`config.mk`:
```
export PLATFORM = sky130hd
export DESIGN_NAME = jet_front
export DESIGN_NICKNAME = d
export VERILOG_FILES = /design/src/rtl/jet_pkg.sv /design/src/rtl/jet_front.sv
export SDC_FILE = /design/constraint.sdc
export NUM_CORES = 2
export LEC_CHECK = 0
export BUFFER_PORTS_ARGS = -buffer_cell sky130_fd_sc_hd__buf_2
export CAP_MARGIN = 5
export CORE_MARGIN = 2
export CORE_UTILIZATION = 45
export CTS_CLUSTER_SIZE = 8
export DETAILED_ROUTE_END_ITERATION = 12
export MAX_ROUTING_LAYER = met4
export SLEW_MARGIN = 20
export SYNTH_ARGS = -nofsm -noshare
export SYNTH_HDL_FRONTEND = slang
export SYNTH_SLANG_ARGS = --single-unit
```
`constraint.sdc`:
```
create_clock -name i_clk -period 11 [get_ports i_clk]
set_input_delay 0.55 -clock i_clk [delete_from_list [all_inputs] [get_ports i_clk]]
set_output_delay 0.55 -clock i_clk [all_outputs]
set_load 0.02 [all_outputs]
```
`src/rtl/jet_pkg.sv`:
```
package jet_pkg;

    // field widths
    localparam int PIX_W     = 10;
    localparam int RAD_W     = 10;
    localparam int MAXIT_W   = 6;
    localparam int CNT_W     = 6;
    localparam int COORD_W   = 32;
    localparam int CFG_IDX_W = 2;
    localparam int CFG_DAT_W = 32;
    localparam int FRAC_BITS = 28;

    // window geometry and iteration bound
    localparam int MASK_CENTER = 500;
    localparam int PIXEL_SCALE = 200;
    localparam int ITER_BOUND  = 32;

    // one cell per tested iterate, z0 up to z at the bound
    localparam int NUM_CELLS = ITER_BOUND + 1;

    // register reset values
    localparam logic [MAXIT_W-1:0] RST_MAX_ITER = MAXIT_W'(30);
    localparam logic [COORD_W-1:0] RST_C_REAL   = 32'hF000_0000;
    localparam logic [COORD_W-1:0] RST_C_IMAG   = '0;
    localparam logic [RAD_W-1:0]   RST_RADIUS   = RAD_W'(400);

    // |z|^2 > 4 in Q8.56
    localparam logic [2*COORD_W-1:0] ESC_LIM = 64'd1 << (2 * FRAC_BITS + 2);

    typedef enum logic [CFG_IDX_W-1:0] {
        CFG_MAX_ITER    = 2'd0,
        CFG_C_REAL      = 2'd1,
        CFG_C_IMAG      = 2'd2,
        CFG_MASK_RADIUS = 2'd3
    } t_cfg_idx;

    typedef struct packed {
        logic             in_disc;
        logic             done;
        logic [CNT_W-1:0] count;
    } t_pix_meta;

    typedef struct packed {
        logic               valid;
        t_pix_meta          meta;
        logic [COORD_W-1:0] x;
        logic [COORD_W-1:0] y;
    } t_cell_data;

    // clamp to the signed 32-bit range
    function automatic logic [COORD_W-1:0] sat32(input logic signed [COORD_W+5:0] v);
        logic signed [COORD_W+5:0] hi;
        logic signed [COORD_W+5:0] lo;
        hi = (COORD_W+6)'(64'sh7FFF_FFFF);
        lo = -hi - (COORD_W+6)'(1);
        if (v > hi) begin
            return {1'b0, {(COORD_W-1){1'b1}}};
        end else if (v < lo) begin
            return {1'b1, {(COORD_W-1){1'b0}}};
        end else begin
            return v[COORD_W-1:0];
        end
    endfunction

endpackage

```
`src/rtl/jet_front.sv`:
```
module jet_front
    import jet_pkg::*;
(
    input  logic               i_clk,
    input  logic               i_rst_n,
    input  logic               i_en,
    input  logic               i_valid,
    input  logic [PIX_W-1:0]   i_col,
    input  logic [PIX_W-1:0]   i_row,
    input  logic [RAD_W-1:0]   i_radius,
    output t_cell_data         o_d
);

    // start point = trunc(|d| * 2^FRAC / SCALE) split as quotient part and remainder part
    localparam longint QUO   = (64'd1 << FRAC_BITS) / PIXEL_SCALE;
    localparam longint REM   = (64'd1 << FRAC_BITS) % PIXEL_SCALE;
    localparam longint RECIP = ((64'd1 << 32) + PIXEL_SCALE - 1) / PIXEL_SCALE;

    localparam int QUO_W   = FRAC_BITS + 1;
    localparam int P1_W    = PIX_W + QUO_W;
    localparam int V_W     = 2 * PIX_W;
    localparam int RECIP_W = 33;
    localparam int FX_W    = V_W + RECIP_W;
    localparam int SQ_W    = 2 * PIX_W;

    localparam logic [QUO_W-1:0]   QUO_C   = QUO_W'(QUO);
    localparam logic [PIX_W-1:0]   REM_C   = PIX_W'(REM);
    localparam logic [RECIP_W-1:0] RECIP_C = RECIP_W'(RECIP);
    localparam logic [P1_W-1:0]    POS_MAX = P1_W'(64'h7FFF_FFFF);
    localparam logic [P1_W-1:0]    NEG_MAX = P1_W'(64'h8000_0000);

    function automatic logic [COORD_W-1:0] to_coord(input logic neg,
                                                    input logic [P1_W-1:0] q);
        logic [COORD_W-1:0] t;
        t = q[COORD_W-1:0];
        if (!neg) begin
            return (q > POS_MAX) ? POS_MAX[COORD_W-1:0] : t;
        end else begin
            return (q > NEG_MAX) ? NEG_MAX[COORD_W-1:0] : (~t + COORD_W'(1));
        end
    endfunction

    logic signed [PIX_W:0] w_dx;
    logic signed [PIX_W:0] w_dy;
    logic [PIX_W-1:0]      w_ax;
    logic [PIX_W-1:0]      w_ay;

    always_comb begin
        w_dx = $signed({1'b0, i_col}) - $signed((PIX_W+1)'(MASK_CENTER));
        w_dy = $signed({1'b0, i_row}) - $signed((PIX_W+1)'(MASK_CENTER));
        w_ax = w_dx[PIX_W] ? PIX_W'(-w_dx) : PIX_W'(w_dx);
        w_ay = w_dy[PIX_W] ? PIX_W'(-w_dy) : PIX_W'(w_dy);
    end

    // stage 1: products
    logic            r1_valid;
    logic            r1_sx, r1_sy;
    logic [P1_W-1:0] r1_p1x, r1_p1y;
    logic [V_W-1:0]  r1_vx, r1_vy;
    logic [SQ_W-1:0] r1_ax2, r1_ay2, r1_r2;

    // stage 2: disc test and remainder quotient
    logic            r2_valid;
    logic            r2_in_disc;
    logic            r2_sx, r2_sy;
    logic [P1_W-1:0] r2_p1x, r2_p1y;
    logic [FX_W-1:0] r2_fx, r2_fy;

    // stage 3: start point
    logic               r3_valid;
    logic               r3_in_disc;
    logic [COORD_W-1:0] r3_x, r3_y;

    always_ff @(posedge i_clk) begin
        if (!i_rst_n) begin
            r1_valid <= 1'b0;
            r2_valid <= 1'b0;
            r3_valid <= 1'b0;
        end else if (i_en) begin
            r1_valid <= i_valid;
            r2_valid <= r1_valid;
            r3_valid <= r2_valid;
        end
    end

    always_ff @(posedge i_clk) begin
        if (i_en) begin
            r1_sx  <= w_dx[PIX_W];
            r1_sy  <= w_dy[PIX_W];
            r1_p1x <= w_ax * QUO_C;
            r1_p1y <= w_ay * QUO_C;
            r1_vx  <= w_ax * REM_C;
            r1_vy  <= w_ay * REM_C;
            r1_ax2 <= w_ax * w_ax;
            r1_ay2 <= w_ay * w_ay;
            r1_r2  <= i_radius * i_radius;

            r2_in_disc <= ({1'b0, r1_ax2} + {1'b0, r1_ay2}) <= {1'b0, r1_r2};
            r2_sx      <= r1_sx;
            r2_sy      <= r1_sy;
            r2_p1x     <= r1_p1x;
            r2_p1y     <= r1_p1y;
            r2_fx      <= r1_vx * RECIP_C;
            r2_fy      <= r1_vy * RECIP_C;

            r3_in_disc <= r2_in_disc;
            r3_x       <= to_coord(r2_sx, r2_p1x + P1_W'(r2_fx[FX_W-1:32]));
            r3_y       <= to_coord(r2_sy, r2_p1y + P1_W'(r2_fy[FX_W-1:32]));
        end
    end

    always_comb begin
        o_d              = '0;
        o_d.valid        = r3_valid;
        o_d.meta.in_disc = r3_in_disc;
        o_d.meta.done    = 1'b0;
        o_d.meta.count   = '0;
        o_d.x            = r3_x;
        o_d.y            = r3_y;
    end

endmodule

```
==> metrics <==
status complete, no violations; Setup crit end r1_ay2[19]$_DFFE_PP_; Top FF cell, synth edfxtp_1; GP Congestion 0.906; final worst-path cycle share 0.754; Finish-stage setup viols 0; largest area contributor in the netlist fa_1; maximum clock rate 121 MHz; Hold Violations, Final 0; synth-to-layout area growth 8.60%; CP max stage delay 0.57 ns; Worst setup EP type flip-flop; WL final 81600 um; Vias about 26k; setup TNS 0 ns; clk sinks 294; starting DRC count in detailed routing around 1.3k; total CTS buffers between 40 and 50; Initial Utilization 0.452; Netlist cell types 91; most frequent CP cell inv_1; Reg clk slew, reported paths approximately 0.05 ns; register bit count reported by yosys 294; drt wl/cell 16.4 um; Final Util 0.491; unrepaired setup endpoints after global routing no; post-place setup slack 2.15 ns; largest net degree at the start of global routing 154; first-pass GRT wire length 135000 um; CTS resizes 0; CP Launch Type primary input; vias in the first global route 26.0k; Syn Std Cell Area 0.0383 sq mm; worst rel slew slack 0.357; antenna violations before repair 2; cell row count between 100 and 150; EDFF count, synth 291; Total Routing Usage GR 0.199; Die H 296 um; Slew Viols, Final 0; H-tree depth 2; WP depth 29; Core Box Area 0.0847 sq mm; DRC 0; Top Ports between 100 and 150; CP startpoint i_row[0]; Syn Area/Cell 10.4 sq um; clock skew 0.0519 ns; GRT Residual Overflow 0; Max FO, Critical Path 15; worst flop-to-flop path endpoint r2_fx[40]$_DFFE_PP_; top cells by area, synth fa_1 (23%), edfxtp_1 (23%), ha_1 (21%); cts hold-fix bufs 0; final instance area approximately 0.042 sq mm; hpwl dp around 68000 um; asr flop ratio synth 0; Setup Buffers After CTS 0; worst hold path class primary input to flip-flop; max_cap viols 0; Clk Latency, worst-skew pair 0.62 ns; Die Width 296 um; Yosys warnings 0; Reg2Reg Launch Point r1_vx[7]$_DFFE_PP_; worst-case clock buffer depth 3; Buffers on Ports 99; TritonCTS clock tree built; post-route ant nets 0; r2r worst-path depth 19; minimum clock period after layout 8.29 ns; Worst-Margin Slew 0.953 ns; CP top delay family adder cells; via/cell ratio 5.15; layout cells sized above 1 0.0607; root buf cell clkbuf_16; Buf+Inv Stages, Crit Path 8; Post-DP Area between 0.04 and 0.05 sq mm; cell count after synthesis 3687; post-synth top area share 0.229; final setup margin 2.71 ns; Setup CP Type primary input to flip-flop; R2R Setup Slk 3.93 ns; DR pass1 iterations 5; Worst Path Arrival 8.62 ns; Crit path required time 11.33 ns; Seq/Total Area, Yosys 0.230; die area just under 0.09 sq mm; # fillers 7783; Nets 4938; slowest cell on the critical path a21oi_1
state kept, by name, indices dropped and copies added (netlist names), 9 cells and up:
register  cells
r3_x         32
r3_y         32
r2_p1x       31
r2_p1y       31
r1_p1x       30
r1_p1y       30
r1_ax2       19
r1_ay2       19
r1_r2        19
r1_vx        12
r1_vy        12
r2_fx         9
r2_fy         9
cells by family after synthesis:
| logic type | Yosys count | share of synthesized area |
|---|---|---|
| other cells | 1 | 0.0000979 |
| fa+ha+maj | 1095 | 0.443 |
| buf+inv | 744 | 0.0743 |
| mux | 11 | 0.00297 |
| xor+xnor | 258 | 0.0590 |
| simple gates | 732 | 0.0967 |
| flops | 294 | 0.230 |
| compound gates | 552 | 0.0939 |
metrics by stage:
step	std cells	hold WS, ns
after global placement	4905	0.400
final	4969	0.211
after global routing	4969	0.196
after floorplan	3693	0.400
after CTS	4968	0.177
after detailed placement	4905	0.405
worst reg2reg max path, stage by stage (launching register included):
cell and delay (ns):
edfxtp_1 0.59, fa_1 0.72, inv_1 0.09, fa_1 0.51
fa_1 0.50, inv_1 0.05, fa_1 0.52, fa_1 0.44
ha_1 0.30, a21o_1 0.16, a21o_1 0.17, a21o_1 0.16
a21o_1 0.18, a2111oi_0 0.53, o21ai_0 0.27, a221oi_1 0.55
o21ai_0 0.30, o41ai_1 0.50, o21bai_1 0.14, xor2_1 0.16
layer usage:
| layer | share of wire | global-route usage | vias up |
|---|---|---|---|
| li1 | - | - | 12700 |
| met1 | 0.47 | 0.266 | 12400 |
| met2 | 0.47 | 0.323 | 424 |
| met3 | 0.041 | 0.0246 | 93 |
| met4 | 0.019 | 0.0458 | 0 |
| met5 | 0 | - | - |
worst min-delay path by stage:
stage | from | to | slack (ns) | cells past startpoint
2_1_floorplan | r1_p1x[10]$_DFFE_PP_ | r2_p1x[10]$_DFFE_PP_ | 0.40 | 0
3_5_place_dp | r1_p1y[27]$_DFFE_PP_ | r2_p1y[27]$_DFFE_PP_ | 0.40 | 0
5_1_grt | i_rst_n | r2_valid$_SDFFE_PN0P_ | 0.20 | 2
6_report | i_rst_n | r2_valid$_SDFFE_PN0P_ | 0.21 | 2
4_1_cts | i_rst_n | r2_valid$_SDFFE_PN0P_ | 0.18 | 2
3_3_place_gp | r1_p1x[13]$_DFFE_PP_ | r2_p1x[13]$_DFFE_PP_ | 0.40 | 0
Yosys cell counts, drive strengths merged, types with 9 or more instances:
| master | n |
|---|---|
| a21o | 65 |
| nor2b | 27 |
| ha | 657 |
| clkbuf | 39 |
| and2 | 41 |
| a21oi | 179 |
| nand4 | 31 |
| a211oi | 32 |
| xnor2 | 170 |
| edfxtp | 291 |
| and3 | 40 |
| a31oi | 21 |
| buf | 17 |
| nor4 | 23 |
| a21boi | 10 |
| a311oi | 14 |
| and4 | 9 |
| fa | 438 |
| nand3 | 83 |
| nor2 | 191 |
| o22ai | 9 |
| o21a | 22 |
| o21bai | 27 |
| o211ai | 13 |
| nor3 | 68 |
| or3 | 16 |
| inv | 686 |
| or2 | 18 |
| xor2 | 88 |
| o21ai | 85 |
| nand2 | 141 |
| nand2b | 24 |
area by class of cell:
| class | count | area [sq um] | share of cell area |
|---|---|---|---|
| multi-input combinational | 2655 | 26700 | 0.642 |
| tap | 1144 | 1430 | 0.0344 |
| clock buffer | 52 | 1190 | 0.0287 |
| clock inverter | 11 | 179 | 0.00430 |
| antenna | 1 | 2.50 | 0.0000601 |
| sequential | 294 | 8800 | 0.211 |
| inverter | 688 | 2580 | 0.0621 |
| timing repair buffer | 124 | 706 | 0.0170 |
cell usage in the layout (no fill, tap or decap), types with 27 or more instances in the layout:
cell	count
a21o_1	65
a211oi_1	31
inv_1	684
and3_1	40
clkbuf_16	47
xor2_1	88
nor3_1	66
nand3_1	83
edfxtp_1	291
fa_1	438
nor2b_1	27
o21ai_0	77
nor2_1	189
nand2_1	141
buf_2	98
and2_1	41
xnor2_1	168
nand4_1	31
a21oi_1	176
ha_1	657
Power is not shown: default switching activity piles up to over one toggle a cycle in this logic, so the estimate is an artifact.
